$ cat config.mk
export PLATFORM = sky130hd
export DESIGN_NAME = tx_witness_strip_output_replace_unit
export DESIGN_NICKNAME = d
export VERILOG_FILES = /design/src/rtl/twr_pkg.sv /design/src/rtl/twr_front.sv /design/src/rtl/twr_fifo.sv /design/src/rtl/twr_back.sv /design/src/rtl/tx_witness_strip_output_replace_unit.sv
export SDC_FILE = /design/constraint.sdc
export NUM_CORES = 1
export LEC_CHECK = 0
export ABC_AREA = 0
export BUFFER_PORTS_ARGS = -buffer_cell sky130_fd_sc_hd__buf_4
export CAP_MARGIN = 15
export CORE_ASPECT_RATIO = 1.2
export CORE_MARGIN = 2
export CORE_UTILIZATION = 50
export DETAILED_ROUTE_END_ITERATION = 10
export MAX_ROUTING_LAYER = met4
export PLACE_DENSITY = 0.72
export RECOVER_POWER = 100
export SLEW_MARGIN = 20
export SYNTH_ARGS = -nofsm -noshare
export SYNTH_HDL_FRONTEND = slang
export SYNTH_SLANG_ARGS = --single-unit
$ cat constraint.sdc
create_clock -name clk_i -period 9.2 [get_ports clk_i]
set_input_delay 0.46 -clock clk_i [delete_from_list [all_inputs] [get_ports clk_i]]
set_output_delay 0.46 -clock clk_i [all_outputs]
set_load 0.1 [all_outputs]
$ cat src/rtl/twr_pkg.sv
// Shared types, constants and a helper function of the transaction rewriter.
package twr_pkg;

  localparam logic OP_TX   = 1'b0;
  localparam logic OP_LOAD = 1'b1;

  localparam logic CFG_TARGET_OUTPUT = 1'b0;
  localparam logic CFG_REPL_LENGTH   = 1'b1;

  localparam logic [31:0] OUTPOINT_BYTES = 32'd36;
  localparam logic [31:0] SEQ_BYTES      = 32'd4;
  localparam logic [31:0] VALUE_BYTES    = 32'd8;

  localparam logic [7:0] VI_16 = 8'hfd;
  localparam logic [7:0] VI_32 = 8'hfe;
  localparam logic [7:0] SEGWIT_FLAG = 8'h01;

  typedef enum logic [13:0] {
    PH_VERSION   = 14'h0001,
    PH_MARKER    = 14'h0002,
    PH_MARKER2   = 14'h0004,
    PH_NIN       = 14'h0008,
    PH_IN_PREFIX = 14'h0010,
    PH_IN_SLEN   = 14'h0020,
    PH_IN_SCRIPT = 14'h0040,
    PH_IN_SEQ    = 14'h0080,
    PH_NOUT      = 14'h0100,
    PH_OUT_VALUE = 14'h0200,
    PH_OUT_SLEN  = 14'h0400,
    PH_OUT_COPY  = 14'h0800,
    PH_OUT_SKIP  = 14'h1000,
    PH_TAIL      = 14'h2000
  } phase_e;

  typedef enum logic [3:0] {
    BK_IDLE  = 4'b0001,
    BK_BYTES = 4'b0010,
    BK_RPREP = 4'b0100,
    BK_REPL  = 4'b1000
  } back_state_e;

  typedef enum logic {
    CMD_BYTES = 1'b0,
    CMD_LOAD  = 1'b1
  } cmd_kind_e;

  typedef struct packed {
    cmd_kind_e       kind;
    logic [2:0]      nbytes;
    logic [5:0][7:0] data;
    logic            repl;
    logic [5:0]      rlen;
    logic            end_tx;
    logic            status;
  } cmd_t;

  typedef struct packed {
    logic [2:0]      n;
    logic [4:0][7:0] b;
  } count_enc_t;

  function automatic count_enc_t put_count(input logic [31:0] v);
    count_enc_t r;
    r.b = '0;
    if (v < 32'(VI_16)) begin
      r.n    = 3'd1;
      r.b[0] = v[7:0];
    end else if (v <= 32'h0000ffff) begin
      r.n    = 3'd3;
      r.b[0] = VI_16;
      r.b[1] = v[7:0];
      r.b[2] = v[15:8];
    end else begin
      r.n    = 3'd5;
      r.b[0] = VI_32;
      r.b[1] = v[7:0];
      r.b[2] = v[15:8];
      r.b[3] = v[23:16];
      r.b[4] = v[31:24];
    end
    return r;
  endfunction

endpackage

$ cat src/rtl/twr_front.sv
// Front parser: accepts bytes, tracks the transaction layout and issues emit commands.
module twr_front #(
  parameter int REPL_MAX = 48
) (
  input  logic        clk_i,
  input  logic        rst_ni,
  input  logic        accept_i,
  input  logic        opcode_i,
  input  logic [7:0]  data_byte_i,
  input  logic [5:0]  repl_index_i,
  input  logic        last_byte_i,
  input  logic [15:0] target_output_i,
  input  logic [5:0]  repl_length_i,
  output logic        cmd_push_o,
  output twr_pkg::cmd_t cmd_o
);
  import twr_pkg::*;

  phase_e      phase_q, phase_d;
  logic [1:0]  ver_q, ver_d;
  logic [31:0] items_q, items_d;
  logic [31:0] vacc_q, vacc_d;
  logic [3:0]  vleft_q, vleft_d;
  logic [3:0]  vwidth_q, vwidth_d;
  logic [31:0] sl_q, sl_d;
  logic [15:0] oc_q, oc_d;
  logic [31:0] tw_q, tw_d;
  logic [2:0]  tc_q, tc_d;
  logic        err_q, err_d;

  always_comb begin
    logic            do_count;
    logic            held;
    logic            end_out;
    logic            proc_err;
    logic            vdone;
    logic [31:0]     v;
    logic [3:0]      pos;
    logic [31:0]     acc;
    logic [2:0]      en;
    logic [5:0][7:0] ed;
    logic            repl;
    logic [5:0]      rn;
    count_enc_t      ce;

    phase_d  = phase_q;
    ver_d    = ver_q;
    items_d  = items_q;
    vacc_d   = vacc_q;
    vleft_d  = vleft_q;
    vwidth_d = vwidth_q;
    sl_d     = sl_q;
    oc_d     = oc_q;
    tw_d     = tw_q;
    tc_d     = tc_q;
    do_count = 1'b0;
    held     = 1'b0;
    end_out  = 1'b0;
    proc_err = 1'b0;
    vdone    = 1'b0;
    v        = '0;
    pos      = vwidth_q - vleft_q;
    acc      = '0;
    en       = '0;
    ed       = '0;
    repl     = 1'b0;
    rn       = (repl_length_i > 6'(REPL_MAX)) ? 6'(REPL_MAX) : repl_length_i;
    ce       = '0;

    if (!err_q) begin
      unique case (phase_q)
        PH_VERSION: begin
          en    = 3'd1;
          ed[0] = data_byte_i;
          ver_d = ver_q + 2'd1;
          if (ver_q == 2'd3) begin
            phase_d = PH_MARKER;
          end
        end
        PH_MARKER: begin
          if (data_byte_i == 8'h00) begin
            phase_d = PH_MARKER2;
          end else begin
            phase_d  = PH_NIN;
            do_count = 1'b1;
          end
        end
        PH_MARKER2: begin
          if (data_byte_i == SEGWIT_FLAG) begin
            phase_d = PH_NIN;
          end else begin
            held     = 1'b1;
            items_d  = '0;
            phase_d  = PH_NOUT;
            do_count = 1'b1;
          end
        end
        PH_NIN, PH_IN_SLEN, PH_NOUT, PH_OUT_SLEN: begin
          do_count = 1'b1;
        end
        PH_IN_PREFIX: begin
          en    = 3'd1;
          ed[0] = data_byte_i;
          sl_d  = sl_q - 32'd1;
          if (sl_q == 32'd1) begin
            phase_d = PH_IN_SLEN;
          end
        end
        PH_IN_SCRIPT: begin
          en    = 3'd1;
          ed[0] = data_byte_i;
          sl_d  = sl_q - 32'd1;
          if (sl_q == 32'd1) begin
            sl_d    = SEQ_BYTES;
            phase_d = PH_IN_SEQ;
          end
        end
        PH_IN_SEQ: begin
          en    = 3'd1;
          ed[0] = data_byte_i;
          sl_d  = sl_q - 32'd1;
          if (sl_q == 32'd1) begin
            items_d = items_q - 32'd1;
            if (items_q == 32'd1) begin
              phase_d = PH_NOUT;
            end else begin
              sl_d    = OUTPOINT_BYTES;
              phase_d = PH_IN_PREFIX;
            end
          end
        end
        PH_OUT_VALUE: begin
          en    = 3'd1;
          ed[0] = data_byte_i;
          sl_d  = sl_q - 32'd1;
          if (sl_q == 32'd1) begin
            phase_d = PH_OUT_SLEN;
          end
        end
        PH_OUT_COPY: begin
          en    = 3'd1;
          ed[0] = data_byte_i;
          sl_d  = sl_q - 32'd1;
          if (sl_q == 32'd1) begin
            end_out = 1'b1;
          end
        end
        PH_OUT_SKIP: begin
          sl_d = sl_q - 32'd1;
          if (sl_q == 32'd1) begin
            end_out = 1'b1;
          end
        end
        PH_TAIL: begin
          tw_d = {tw_q[23:0], data_byte_i};
          if (tc_q < 3'd4) begin
            tc_d = tc_q + 3'd1;
          end
        end
        default: begin
          proc_err = 1'b1;
        end
      endcase
    end

    if (do_count) begin
      if (vleft_q == 4'd0) begin
        if (data_byte_i < VI_16) begin
          vdone = 1'b1;
          v     = {24'd0, data_byte_i};
        end else begin
          vwidth_d = (data_byte_i == VI_16) ? 4'd2 : ((data_byte_i == VI_32) ? 4'd4 : 4'd8);
          vleft_d  = vwidth_d;
          vacc_d   = '0;
        end
      end else begin
        acc = vacc_q;
        if (pos[3:2] == 2'b00) begin
          acc = vacc_q | ({24'd0, data_byte_i} << {pos[1:0], 3'b000});
        end
        vacc_d  = acc;
        vleft_d = vleft_q - 4'd1;
        if (vleft_q == 4'd1) begin
          if ((vwidth_q == 4'd8) || ((vwidth_q == 4'd2) && (acc < 32'(VI_16))) ||
              ((vwidth_q == 4'd4) && (acc < 32'h00010000))) begin
            proc_err = 1'b1;
          end else begin
            vdone = 1'b1;
            v     = acc;
          end
        end
      end
    end

    if (vdone) begin
      vacc_d = '0;
      ce     = put_count(v);
      unique case (phase_d)
        PH_NIN: begin
          items_d = v;
          if (v != 32'd0) begin
            sl_d    = OUTPOINT_BYTES;
            phase_d = PH_IN_PREFIX;
          end else begin
            phase_d = PH_NOUT;
          end
        end
        PH_IN_SLEN: begin
          if (v != 32'd0) begin
            sl_d    = v;
            phase_d = PH_IN_SCRIPT;
          end else begin
            sl_d    = SEQ_BYTES;
            phase_d = PH_IN_SEQ;
          end
        end
        PH_NOUT: begin
          items_d = v;
          oc_d    = '0;
          if (v != 32'd0) begin
            sl_d    = VALUE_BYTES;
            phase_d = PH_OUT_VALUE;
          end else begin
            phase_d = PH_TAIL;
          end
        end
        default: begin
          if (oc_q == target_output_i) begin
            ce      = put_count({26'd0, rn});
            repl    = 1'b1;
            phase_d = PH_OUT_SKIP;
          end else begin
            phase_d = PH_OUT_COPY;
          end
          sl_d = v;
          if (v == 32'd0) begin
            end_out = 1'b1;
          end
        end
      endcase
      if (held) begin
        en = ce.n + 3'd1;
        ed = {ce.b, 8'h00};
      end else begin
        en = ce.n;
        ed = {8'h00, ce.b};
      end
    end else if (held) begin
      en    = 3'd1;
      ed[0] = 8'h00;
    end

    if (end_out) begin
      oc_d    = oc_q + 16'd1;
      items_d = items_q - 32'd1;
      if (items_q == 32'd1) begin
        phase_d = PH_TAIL;
      end else begin
        sl_d    = VALUE_BYTES;
        phase_d = PH_OUT_VALUE;
      end
    end

    err_d = err_q | proc_err;

    cmd_push_o    = 1'b0;
    cmd_o         = '0;
    cmd_o.kind    = CMD_BYTES;
    cmd_o.nbytes  = en;
    cmd_o.data    = ed;
    cmd_o.repl    = repl;
    cmd_o.rlen    = rn;
    if (opcode_i == OP_LOAD) begin
      cmd_push_o    = accept_i;
      cmd_o         = '0;
      cmd_o.kind    = CMD_LOAD;
      cmd_o.rlen    = repl_index_i;
      cmd_o.data[0] = data_byte_i;
    end else if (last_byte_i) begin
      cmd_push_o   = accept_i;
      cmd_o.repl   = 1'b0;
      cmd_o.end_tx = 1'b1;
      if (!err_d && (phase_d == PH_TAIL) && (tc_d >= 3'd4)) begin
        cmd_o.nbytes = 3'd4;
        cmd_o.data   = {16'd0, tw_d[7:0], tw_d[15:8], tw_d[23:16], tw_d[31:24]};
      end else begin
        cmd_o.nbytes = 3'd1;
        cmd_o.data   = '0;
        cmd_o.status = 1'b1;
      end
    end else if (proc_err) begin
      cmd_push_o   = accept_i;
      cmd_o.nbytes = 3'd1;
      cmd_o.data   = '0;
      cmd_o.repl   = 1'b0;
      cmd_o.status = 1'b1;
    end else if (!err_q && (en != 3'd0)) begin
      cmd_push_o = accept_i;
    end
  end

  always_ff @(posedge clk_i or negedge rst_ni) begin
    if (!rst_ni) begin
      phase_q  <= PH_VERSION;
      ver_q    <= '0;
      items_q  <= '0;
      vacc_q   <= '0;
      vleft_q  <= '0;
      vwidth_q <= '0;
      sl_q     <= '0;
      oc_q     <= '0;
      tw_q     <= '0;
      tc_q     <= '0;
      err_q    <= 1'b0;
    end else if (accept_i && (opcode_i == OP_TX)) begin
      if (last_byte_i) begin
        phase_q  <= PH_VERSION;
        ver_q    <= '0;
        items_q  <= '0;
        vacc_q   <= '0;
        vleft_q  <= '0;
        vwidth_q <= '0;
        sl_q     <= '0;
        oc_q     <= '0;
        tw_q     <= '0;
        tc_q     <= '0;
        err_q    <= 1'b0;
      end else begin
        phase_q  <= phase_d;
        ver_q    <= ver_d;
        items_q  <= items_d;
        vacc_q   <= vacc_d;
        vleft_q  <= vleft_d;
        vwidth_q <= vwidth_d;
        sl_q     <= sl_d;
        oc_q     <= oc_d;
        tw_q     <= tw_d;
        tc_q     <= tc_d;
        err_q    <= err_d;
      end
    end
  end

endmodule

$ cat src/rtl/twr_fifo.sv
// Two-entry command queue between the parser and the emitter.
module twr_fifo (
  input  logic          clk_i,
  input  logic          rst_ni,
  input  logic          push_i,
  input  twr_pkg::cmd_t data_i,
  output logic          full_o,
  input  logic          pop_i,
  output logic          empty_o,
  output twr_pkg::cmd_t data_o
);
  import twr_pkg::*;

  cmd_t       mem_q [2];
  logic       wp_q, rp_q;
  logic [1:0] cnt_q;

  assign full_o  = (cnt_q == 2'd2);
  assign empty_o = (cnt_q == 2'd0);
  assign data_o  = mem_q[rp_q];

  always_ff @(posedge clk_i) begin
    if (push_i && !full_o) begin
      mem_q[wp_q] <= data_i;
    end
  end

  always_ff @(posedge clk_i or negedge rst_ni) begin
    if (!rst_ni) begin
      wp_q  <= 1'b0;
      rp_q  <= 1'b0;
      cnt_q <= '0;
    end else begin
      if (push_i && !full_o) begin
        wp_q <= ~wp_q;
      end
      if (pop_i && !empty_o) begin
        rp_q <= ~rp_q;
      end
      cnt_q <= cnt_q + 2'((push_i && !full_o) ? 1 : 0) - 2'((pop_i && !empty_o) ? 1 : 0);
    end
  end

endmodule

$ cat src/rtl/twr_back.sv
// Emitter: carries out commands, holds the replacement store and the output register.
module twr_back #(
  parameter int REPL_MAX = 48
) (
  input  logic          clk_i,
  input  logic          rst_ni,
  input  logic          cmd_empty_i,
  input  twr_pkg::cmd_t cmd_i,
  output logic          cmd_pop_o,
  output logic          empty,
  input  logic          pop,
  output logic [7:0]    out_byte_o,
  output logic          last_of_run_o,
  output logic          end_of_tx_o,
  output logic          status_o
);
  import twr_pkg::*;

  localparam int AW = (REPL_MAX > 1) ? $clog2(REPL_MAX) : 1;

  logic [7:0]  store_q [REPL_MAX];
  logic [7:0]  rdata_q;
  logic [5:0]  raddr;
  logic        wr_en;

  back_state_e st_q, st_d;
  cmd_t        cmd_q, cmd_d;
  logic [5:0]  pos_q, pos_d;
  logic        ov_q, ov_d;
  logic [7:0]  ob_q, ob_d;
  logic        ol_q, ol_d, oe_q, oe_d, os_q, os_d;
  logic        slot_free;
  logic        lastb;

  assign slot_free = !ov_q || pop;
  assign empty         = !ov_q;
  assign out_byte_o    = ob_q;
  assign last_of_run_o = ol_q;
  assign end_of_tx_o   = oe_q;
  assign status_o      = os_q;

  assign wr_en = (st_q == BK_IDLE) && !cmd_empty_i && (cmd_i.kind == CMD_LOAD) &&
                 (cmd_i.rlen < 6'(REPL_MAX));

  always_ff @(posedge clk_i) begin
    if (wr_en) begin
      store_q[cmd_i.rlen[AW-1:0]] <= cmd_i.data[0];
    end
    rdata_q <= store_q[raddr[AW-1:0]];
  end

  always_comb begin
    st_d      = st_q;
    cmd_d     = cmd_q;
    pos_d     = pos_q;
    ov_d      = ov_q && !pop;
    ob_d      = ob_q;
    ol_d      = ol_q;
    oe_d      = oe_q;
    os_d      = os_q;
    cmd_pop_o = 1'b0;
    raddr     = pos_q;
    lastb     = 1'b0;
    unique case (st_q)
      BK_IDLE: begin
        if (!cmd_empty_i) begin
          cmd_pop_o = 1'b1;
          if (cmd_i.kind == CMD_BYTES) begin
            cmd_d = cmd_i;
            pos_d = '0;
            st_d  = BK_BYTES;
          end
        end
      end
      BK_BYTES: begin
        if (slot_free) begin
          lastb = (pos_q[2:0] == (cmd_q.nbytes - 3'd1));
          ov_d  = 1'b1;
          ob_d  = cmd_q.data[pos_q[2:0]];
          ol_d  = lastb && !(cmd_q.repl && (cmd_q.rlen != 6'd0));
          oe_d  = lastb && cmd_q.end_tx;
          os_d  = cmd_q.status;
          pos_d = pos_q + 6'd1;
          if (lastb) begin
            st_d = (cmd_q.repl && (cmd_q.rlen != 6'd0)) ? BK_RPREP : BK_IDLE;
          end
        end
      end
      BK_RPREP: begin
        raddr = '0;
        pos_d = '0;
        st_d  = BK_REPL;
      end
      BK_REPL: begin
        if (slot_free) begin
          lastb = (pos_q == (cmd_q.rlen - 6'd1));
          ov_d  = 1'b1;
          ob_d  = rdata_q;
          ol_d  = lastb;
          oe_d  = 1'b0;
          os_d  = 1'b0;
          if (lastb) begin
            st_d = BK_IDLE;
          end else begin
            pos_d = pos_q + 6'd1;
            raddr = pos_q + 6'd1;
          end
        end
      end
      default: begin
        st_d = BK_IDLE;
      end
    endcase
  end

  always_ff @(posedge clk_i) begin
    cmd_q <= cmd_d;
    pos_q <= pos_d;
    ob_q  <= ob_d;
    ol_q  <= ol_d;
    oe_q  <= oe_d;
    os_q  <= os_d;
  end

  always_ff @(posedge clk_i or negedge rst_ni) begin
    if (!rst_ni) begin
      st_q <= BK_IDLE;
      ov_q <= 1'b0;
    end else begin
      st_q <= st_d;
      ov_q <= ov_d;
    end
  end

endmodule

$ cat src/rtl/tx_witness_strip_output_replace_unit.sv
// Top level of the witness-stripping transaction rewriter with output script replacement.
//
//  channel  | direction | handshake                 | payload
//  ---------+-----------+---------------------------+------------------------------------------
//  input    | in        | push / full               | opcode, data_byte, repl_index, last_byte
//  result   | out       | empty / pop               | out_byte, last_of_run, end_of_tx, status
//  config   | in        | cfg_valid_i / cfg_ready_o | cfg_index_i, cfg_data_i
//
// The parser takes one byte per cycle while its two-entry command queue has room.
// The emitter sends one result byte per cycle while pop keeps its output slot free; a replaced
// script first passes through a store-read state, and each command is taken in the idle state.
// Reset returns both parts to their idle states; the replacement store is not cleared.
// A stalled result side fills the queue and then raises full.
module tx_witness_strip_output_replace_unit #(
  parameter int REPL_MAX = 48
) (
  input  logic        clk_i,
  input  logic        rst_ni,
  input  logic        push,
  output logic        full,
  input  logic        opcode_i,
  input  logic [7:0]  data_byte_i,
  input  logic [5:0]  repl_index_i,
  input  logic        last_byte_i,
  output logic        empty,
  input  logic        pop,
  output logic [7:0]  out_byte_o,
  output logic        last_of_run_o,
  output logic        end_of_tx_o,
  output logic        status_o,
  input  logic        cfg_valid_i,
  output logic        cfg_ready_o,
  input  logic        cfg_index_i,
  input  logic [15:0] cfg_data_i
);
  import twr_pkg::*;

  logic [15:0] target_q;
  logic [5:0]  rlen_q;
  logic        accept;
  logic        cmd_push, cmd_pop, cmd_empty;
  cmd_t        cmd_in, cmd_out;

  assign cfg_ready_o = 1'b1;
  assign accept      = push && !full;

  always_ff @(posedge clk_i or negedge rst_ni) begin
    if (!rst_ni) begin
      target_q <= '0;
      rlen_q   <= '0;
    end else if (cfg_valid_i) begin
      unique case (cfg_index_i)
        CFG_TARGET_OUTPUT: target_q <= cfg_data_i;
        CFG_REPL_LENGTH:   rlen_q   <= cfg_data_i[5:0];
        default:           target_q <= target_q;
      endcase
    end
  end

  twr_front #(.REPL_MAX(REPL_MAX)) u_front (
    .clk_i           (clk_i),
    .rst_ni          (rst_ni),
    .accept_i        (accept),
    .opcode_i        (opcode_i),
    .data_byte_i     (data_byte_i),
    .repl_index_i    (repl_index_i),
    .last_byte_i     (last_byte_i),
    .target_output_i (target_q),
    .repl_length_i   (rlen_q),
    .cmd_push_o      (cmd_push),
    .cmd_o           (cmd_in)
  );

  twr_fifo u_fifo (
    .clk_i   (clk_i),
    .rst_ni  (rst_ni),
    .push_i  (cmd_push),
    .data_i  (cmd_in),
    .full_o  (full),
    .pop_i   (cmd_pop),
    .empty_o (cmd_empty),
    .data_o  (cmd_out)
  );

  twr_back #(.REPL_MAX(REPL_MAX)) u_back (
    .clk_i         (clk_i),
    .rst_ni        (rst_ni),
    .cmd_empty_i   (cmd_empty),
    .cmd_i         (cmd_out),
    .cmd_pop_o     (cmd_pop),
    .empty         (empty),
    .pop           (pop),
    .out_byte_o    (out_byte_o),
    .last_of_run_o (last_of_run_o),
    .end_of_tx_o   (end_of_tx_o),
    .status_o      (status_o)
  );

`ifndef SYNTHESIS
  a_end_is_last : assert property (@(posedge clk_i) disable iff (!rst_ni)
    (!empty && end_of_tx_o) |-> last_of_run_o) else $error("end_of_tx without last_of_run");
  a_bad_is_zero : assert property (@(posedge clk_i) disable iff (!rst_ni)
    (!empty && status_o) |-> (out_byte_o == 8'h00 && last_of_run_o))
    else $error("malformed result carries data");
  a_no_push_full : assert property (@(posedge clk_i) disable iff (!rst_ni)
    full |-> !(cmd_push && !cmd_pop)) else $error("command lost on full queue");
`endif

endmodule
### Yosys cells after proc, flatten, opt, wreduce, memory -nomap -nowiden

Memory sizes are Yosys's and may differ from the RTL's. A register that Yosys moved wholly into a read port is not among the register bits.
Cells that the tools add are included.

* add/sub/neg operators: 13
* multiply operators: 0
* div/mod/pow operators: 0
* order comparisons: 10
* equal/unequal tests: 46
* shift-type cells: 1
* multiplexer cells: 177
* bitwise operators: 8
* reductions and logical operators: 61

Operators with widths (count)
* 32-bit 2-to-1 mux: 34
* 32-bit case mux with 3 select lines: 2
* 52-bit 2-to-1 mux: 3
* 14-bit 2-to-1 mux: 11
* 43-bit 2-to-1 mux: 3
* 14-bit case mux with 7 select lines: 1
* 16-bit 2-to-1 mux: 5
* 8-bit 2-to-1 mux: 10
* 32-bit by 1-bit == test with 1-bit output (second input constant): 2
* 32-bit by 8-bit less-than comparator with 1-bit output (second input constant): 2
* 4-bit 2-to-1 mux: 16
* 32-bit case mux with 2 select lines: 1
* 32-bit by 1-bit subtractor with 32-bit output (second input constant): 2
* 1-bit 2-to-1 mux: 51
* 51-bit 2-to-1 mux: 1
* 48-bit 2-to-1 mux: 1
* 6-bit 2-to-1 mux: 7
* 14-bit case mux with 3 select lines: 1
* 40-bit 2-to-1 mux: 1
* 3-bit 2-to-1 mux: 11
* 32-bit by 16-bit <= comparator with 1-bit output (second input constant): 1
* 32-bit logical NOT: 1
* 32-bit by 17-bit less-than comparator with 1-bit output (second input constant): 1
* 32-bit bitwise OR: 1
* 77 further kinds: 147

* register bits: 280
* bits in latches: 0
* RAM bits: 506
* memory bits (read-only): 0
* output and inout bits: 14
* logic and storage cells: 352
* memories kept: 2

Memory list
* u_back.store_q: depth 48, width 8, rd ports 1, clocked after Yosys merged registers in 1, wr ports 1, RTL line twr_back.sv:21 `logic [7:0] store_q [REPL_MAX];`
* u_fifo.mem_q: depth 2, width 61, rd ports 1, clocked after Yosys merged registers in 0, wr ports 1, RTL line twr_fifo.sv:14 `cmd_t mem_q [2];`

### Longest topological paths before layout

* depth in word-level cells: 33
* mapped depth: 18
* mapped depth without buffers: 15

### Modules after synthesis

A second synthesis with hierarchy kept.

* cell total of the unflattened synthesis: 3461
* area total of the unflattened synthesis: 39187.6 um2

By module, submodules not included
* twr_back: instances 1, cells an instance 1335, area an instance 19436.1 um2
* twr_front: instances 1, cells an instance 1867, area an instance 13948.4 um2
* twr_fifo: instances 1, cells an instance 208, area an instance 4901.0 um2
* tx_witness_strip_output_replace_unit: instances 1, cells an instance 51, area an instance 902.1 um2

### Least setup slack after synthesis

OpenSTA, ideal clock, no wires.

* kind: reg-to-reg
* start: register u_front.vleft_q[0]
* end: memory u_fifo.mem_q[0][0] in the netlist's numbering, enable pin
* setup time: 487 ps
* arrival time: 6318 ps
* data required time: 8713 ps
* setup slack: 2394 ps
* stages on the path, launching flop included: 15
* buffers on the path: 2
* period minus slack after synthesis: 6806 ps
* path through: dfrtp_1 > buf_2 > clkbuf_1 > inv_1 > fa_1 > xor2_2 > nor4b_1 > a31oi_1 > nor4_1 > a41oi_2 > or2_1 > a21oi_1 > nor2_1 > a21oi_1 > nor2b_1

* word-level cells in the longest chain between the ends: 32
* elaborated cells between the ends (all ways): 46

Ends and longest elaborated chain
* from (decl): RTL line twr_front.sv:23 `logic [3:0] vleft_q, vleft_d;`
* from (signal assigned): RTL line twr_front.sv:333 `vleft_q <= vleft_d;`
* 4-bit subtractor: RTL line twr_front.sv:62 `pos = vwidth_q - vleft_q;`
* 8-bit by 5-bit << shifter with 32-bit output: RTL line twr_front.sv:179 `acc = vacc_q | ({24'd0, data_byte_i} << {pos[1:0], 3'b000});`
* 32-bit bitwise OR: RTL line twr_front.sv:179
* 32-bit 2-to-1 mux: RTL line twr_front.sv:178 `if (pos[3:2] == 2'b00) begin`
* 32-bit 2-to-1 mux: RTL line twr_front.sv:167 `if (vleft_q == 4'd0) begin`
* 32-bit 2-to-1 mux: RTL line twr_front.sv:166 `if (do_count) begin`
* 32-bit by 8-bit less-than comparator with 1-bit output: RTL line twr_front.sv:184 `if ((vwidth_q == 4'd8) || ((vwidth_q == 4'd2) && (acc < 32'(VI_16))) ||`
* 1-bit logical AND: RTL line twr_front.sv:184
* [... 16 more ...]
* 1-bit logical AND: RTL line twr_front.sv:297 `end else if (!err_q && (en != 3'd0)) begin`
* 1-bit 2-to-1 mux: RTL line twr_front.sv:297
* 1-bit 2-to-1 mux (*): RTL line twr_front.sv:291 `end else if (proc_err) begin`
* 1-bit 2-to-1 mux (*): RTL line twr_front.sv:279 `end else if (last_byte_i) begin`
* 1-bit 2-to-1 mux (*): RTL line twr_front.sv:273 `if (opcode_i == OP_LOAD) begin`
* 1-bit logical AND (*): RTL line twr_fifo.sv:23 `if (push_i && !full_o) begin`
* 1-bit 2-to-1 mux (*): RTL line twr_fifo.sv:23
* 1-bit 2-to-1 mux (implied by the code) (*): RTL line twr_fifo.sv:24 `mem_q[wp_q] <= data_i;`
* to (decl): RTL line twr_fifo.sv:14

Every way passes the cells marked *; elsewhere a longest branch is shown, timed or not. The select of a mux whose other input is x is not followed.

### Final worst setup path

* start: register u_front.vleft_q[0]
* end: memory u_fifo.mem_q[0][40] in the netlist's numbering, enable pin

Same word-level chain as after synthesis.

==> parameters.txt <==
Parameter                              Value

Status
  Status    finished with violations
  Violations in the final reports    max-capacitance violations, max-slew violations

Power
  Power per cell area    between 300 and 400 nW/µm²
  Final Power    12.5 mW
  Lkg Pwr    14.7 nW
  Worst ir drop on vdd    0.294 mV
  Sequential power share    39.2%
  Fraction of power spent switching nets    38.0%
  Power dissipated by switching net loads    4.76 mW
  Internal portion of total power    between 7 and 8 mW
  Clock power share    between 20% and 30%
  Combinational power share    35.4%

Synthesis
  Dominant cells by area after synthesis    edfxtp_1 46%, dfrtp_1 13%, nand2_1 4.7%, a21oi_1 3.2%, nor2_1 2.8%
  Post-synthesis sequential element count    793
  Synthesized-area fraction occupied by adder cells    less than 1%
  Most instantiated flip-flop cell in the synthesis netlist    edfxtp_1
  Mux cell area share after synthesis    4.59%
  Synth async-reset ratio    roughly a quarter
  Average size of a mapped cell    11.3 µm²
  Syn nets    roughly 3400
  Complex-gate fraction of the synthesized area    16.1%
  Post-synth design cell area    38200 µm²
  Largest area contributor in the netlist    edfxtp_1
  Post-synthesis share of cell area spent on and, or, nand and nor gates    15.1%
  Combinational family with the most area after synthesis    compound AO/OA/AOI/OAI gates
  Distinct cell type count of the synthesized netlist    111
  Count of flip-flops with a built-in enable after synthesis    583
  Post-synthesis share of cell area spent on xor and xnor gates    1.17%
  Fraction of post-synthesis cell area in the top cell type by area    a little under half
  YS warnings    0
  Gate count of the mapped netlist    3387
  Post-synthesis sequential area ratio    59.5%

Die
  Width of the die    256 µm
  Die Footprint    78600 µm²
  Area of the core    76000 µm²
  Ports placed on the boundary    52
  Die Height    roughly 300 µm
  Initial cell density of the core    50.2%
  Count of standard-cell rows    111

Clocking
  Insertion delay to the later sink of the worst-skew pair    0.64 ns
  CTS tree    done
  Level count of the clock H-tree    3
  Number of sinks driven by the clock tree    793
  Longest Clk Path Bufs    3
  Number of buffers created by CTS    a little under 80
  Clock-pin slew on the worst setup and hold paths    ~0.06 ns
  CTS Root Buffer Type    clkbuf_16

Worst setup path
  Crit Path Max Fanout    50
  Worst Setup Path Type    reg -> reg
  Startpoint type of the worst setup path    flop
  Number of cells traversed by the worst register-to-register path    13
  Critical R2R Capture    u_fifo.mem_q[0][40]$_DFFE_PP_
  Data required time of the critical path    9.45 ns
  Reg2Reg Setup Slack    2.41 ns
  FF-to-FF Start    u_front.vleft_q[0]$_DFFE_PN0P_
  Arrival time at the worst endpoint    between 7 and 8 ns
  Worst setup endpoint    u_fifo.mem_q[0][40]$_DFFE_PP_
  Launching element of the worst setup path    u_front.vleft_q[0]$_DFFE_PN0P_
  Kind of end point of the critical path    flop

Hold path
  Type of the tightest min-delay check    in -> reg
  Launch point of the worst hold path    cfg_data_i[9]

GRT
  Largest net degree at the start of global routing    a little under 200
  Number of antenna violations at the first check in global routing    1
  Global-route wire length before repair    166 mm
  Overflow left after global routing    0
  Vias in the first global route    approximately 27000
  GRT Resource Usage Total    28.4%

Timing
  Number of hold violations in the final report    0
  Unrepaired setup endpoints after global routing    no
  Final number of max-transition violations    824
  Final min period    6.79 ns
  Maximum operating frequency    approximately 150 MHz
  Period utilisation layout    about 74%
  Slew HR    -226%
  Slew at the pin closest to its max-slew limit    4.89 ns
  Final setup violation count    0
  Worst path setup slack after routing    2.41 ns
  Sum Neg Setup Slack    0 ns
  Worst clock skew    0.0164 ns
  Hold slack final    about 0.05 ns

Placed design
  Last weighted congestion value of the routability-driven placer    0.999
  Worst slack at placement    3.69 ns
  Post-DP HPWL    roughly 72 mm
  Port bufs    50
  Post-detailed-placement cell area    slightly below 40000 µm²

Drt
  Number of vias per cell    6.36
  Per-cell routed wire length    24.9 µm
  Total vias in the final route    28071
  Total DRC errors in the routed layout    0
  Pre-antenna DRT Iters    8
  Drt total wl    about 110 mm
  Residual antenna-violating net count after detailed routing    0
  1st-iter DRT viols    2975

Layout
  Number of nets in the layout    3392
  Final design instance area without fill    41600 µm²
  Fraction of final layout cells with drive strength greater than 1    8.88%
  Area Overhead vs Synth    8.92%

Flow run
  Number of maximum-capacitance constraint violations    17
[cell families (layout without fill, tap and decap cells)]
logic type,count (synthesis),count (layout)
xor+xnor,50,50
compound gates,888,888
other cells,1,2
flops,793,793
simple gates,1220,1220
buf+inv,264,276
fa+ha+maj,17,17
mux,154,154
[cells in the final DEF, fill, tap and decap left out, types with 55 or more instances in the layout]
| master | n |
|---|---|
| o21ai_0 | 139 |
| dfrtp_1 | 199 |
| nor2_1 | 286 |
| nand3_1 | 78 |
| nand2_1 | 473 |
| a21oi_1 | 246 |
| mux2i_1 | 57 |
| nor3_1 | 85 |
| mux2_2 | 63 |
| edfxtp_1 | 583 |
| buf_4 | 55 |
| clkbuf_16 | 79 |
| clkbuf_1 | 58 |
[layout make-up]
| class | count | area, µm² |
|---|---|---|
| Multi-Input combinational cell | 2330 | 14300 |
| Sequential cell | 793 | 22700 |
| Antenna cell | 1 | 2.50 |
| Clock inverter | 38 | 438 |
| Fill cell | 6535 | 34400 |
| Timing Repair Buffer | 95 | 621 |
| Clock buffer | 105 | 2090 |
| Tap cell | 1017 | 1270 |
| Inverter | 38 | 143 |
[registers in the layout, summed over array words and instances, names as in the netlist, 4 cells and up]
name	count
u_front.oc_q	16
u_back.pos_q	6
u_back.rdata_q	8
rlen_q	6
u_front.sl_q	32
u_back.cmd_q	60
u_front.items_q	32
u_back.out_byte_o	8
u_front.vleft_q	4
u_back.st_q	4
u_back.store_q	384
target_q	16
u_fifo.mem_q	122
u_front.phase_q	14
u_front.tw_q	32
u_front.vacc_q	32
[how the worst min path moves through the flow]
stage / end / slack [ns] / cells past startpoint
after detailed placement: u_front.tw_q[28]$_DFFE_PN0P_ / 0.47 / 2
after global routing: target_q[9]$_DFFE_PN0P_ / 0.05 / 2
final: target_q[9]$_DFFE_PN0P_ / 0.05 / 2
after floorplan: rlen_q[0]$_DFFE_PN0P_ / 0.16 / 0
after CTS: target_q[9]$_DFFE_PN0P_ / 0.03 / 2
after global placement: u_front.tw_q[29]$_DFFE_PN0P_ / 0.46 / 2
[routing by layer]
metal / global-route usage (%) / vias to the layer above / part of all wire, % / wire length, µm
met5: - / - / 0 / 0
met4: 16.1 / 0 / 6.0 / 6640
met3: 3.49 / 301 / 6.5 / 7180
met2: 45.8 / 1259 / 48 / 53400
met1: 34.9 / 13775 / 39 / 42900
li1: - / 12736 / - / -
[power by group through the flow]
stage | Sequential, mW | Clock [mW] | Combinational [mW]
floorplan | 4.90 | 0 | 3.01
global placement | 4.92 | 0 | 4.38
detailed placement | 4.94 | 0 | 4.42
CTS | 4.87 | 3.22 | 4.45
global route | 4.94 | 3.36 | 4.78
finish | 4.90 | 3.19 | 4.43
[critical path, cell delays in order (launching register included)]
cell      delay, ns
dfrtp_1        0.72
inv_1          0.23
fa_1           0.45
xor2_1         0.24
nor3_1         0.29
o21ai_0        0.33
o21ai_0        0.36
a41oi_1        0.38
or2_0          0.40
a21oi_1        0.35
nor2_1         0.12
a21oi_1        0.45
nor2b_1        0.87
clkbuf_2       1.14
[cells in the mapped netlist, types with 14 or more instances]
master / count
nand2_1: 473
mux2_2: 89
xor2_1: 35
xnor2_1: 14
a21o_1: 20
mux2i_1: 57
or2_2: 22
a32o_1: 36
a221oi_1: 19
buf_2: 32
o211ai_1: 26
edfxtp_1: 583
a32oi_1: 41
nand2b_1: 20
nor2_1: 288
a211o_1: 14
o21ai_0: 125
nand3_1: 79
a211oi_1: 41
ha_1: 16
dfrtp_1: 200
inv_1: 36
nand4_1: 18
o21ai_1: 27
or3_1: 25
o22ai_1: 40
nor2b_1: 17
clkbuf_1: 158
nor3_1: 85
a22o_1: 45
a21oi_1: 244
and2_1: 35
a22oi_1: 17
and3_1: 32
a31oi_1: 37
buf_1: 26
nor4_1: 40
o31ai_1: 19
a311oi_1: 15
[metrics by stage]
| stage | instances | utilization [%] |
|---|---|---|
| after floorplan | 3387 | - |
| after global placement | 4272 | 51.8 |
| after detailed placement | 4272 | 51.8 |
| after CTS | 4416 | 55.1 |
| after global routing | 4417 | 54.7 |
| final | 4417 | 54.7 |
[timing repair]
item	in CTS	in global routing
gates resized for setup	0	0
hold buffers	1	0
setup buffers	0	0
endpoints found under the hold margin	78	0
No activity file was read; power rests on OpenSTA's default activity.
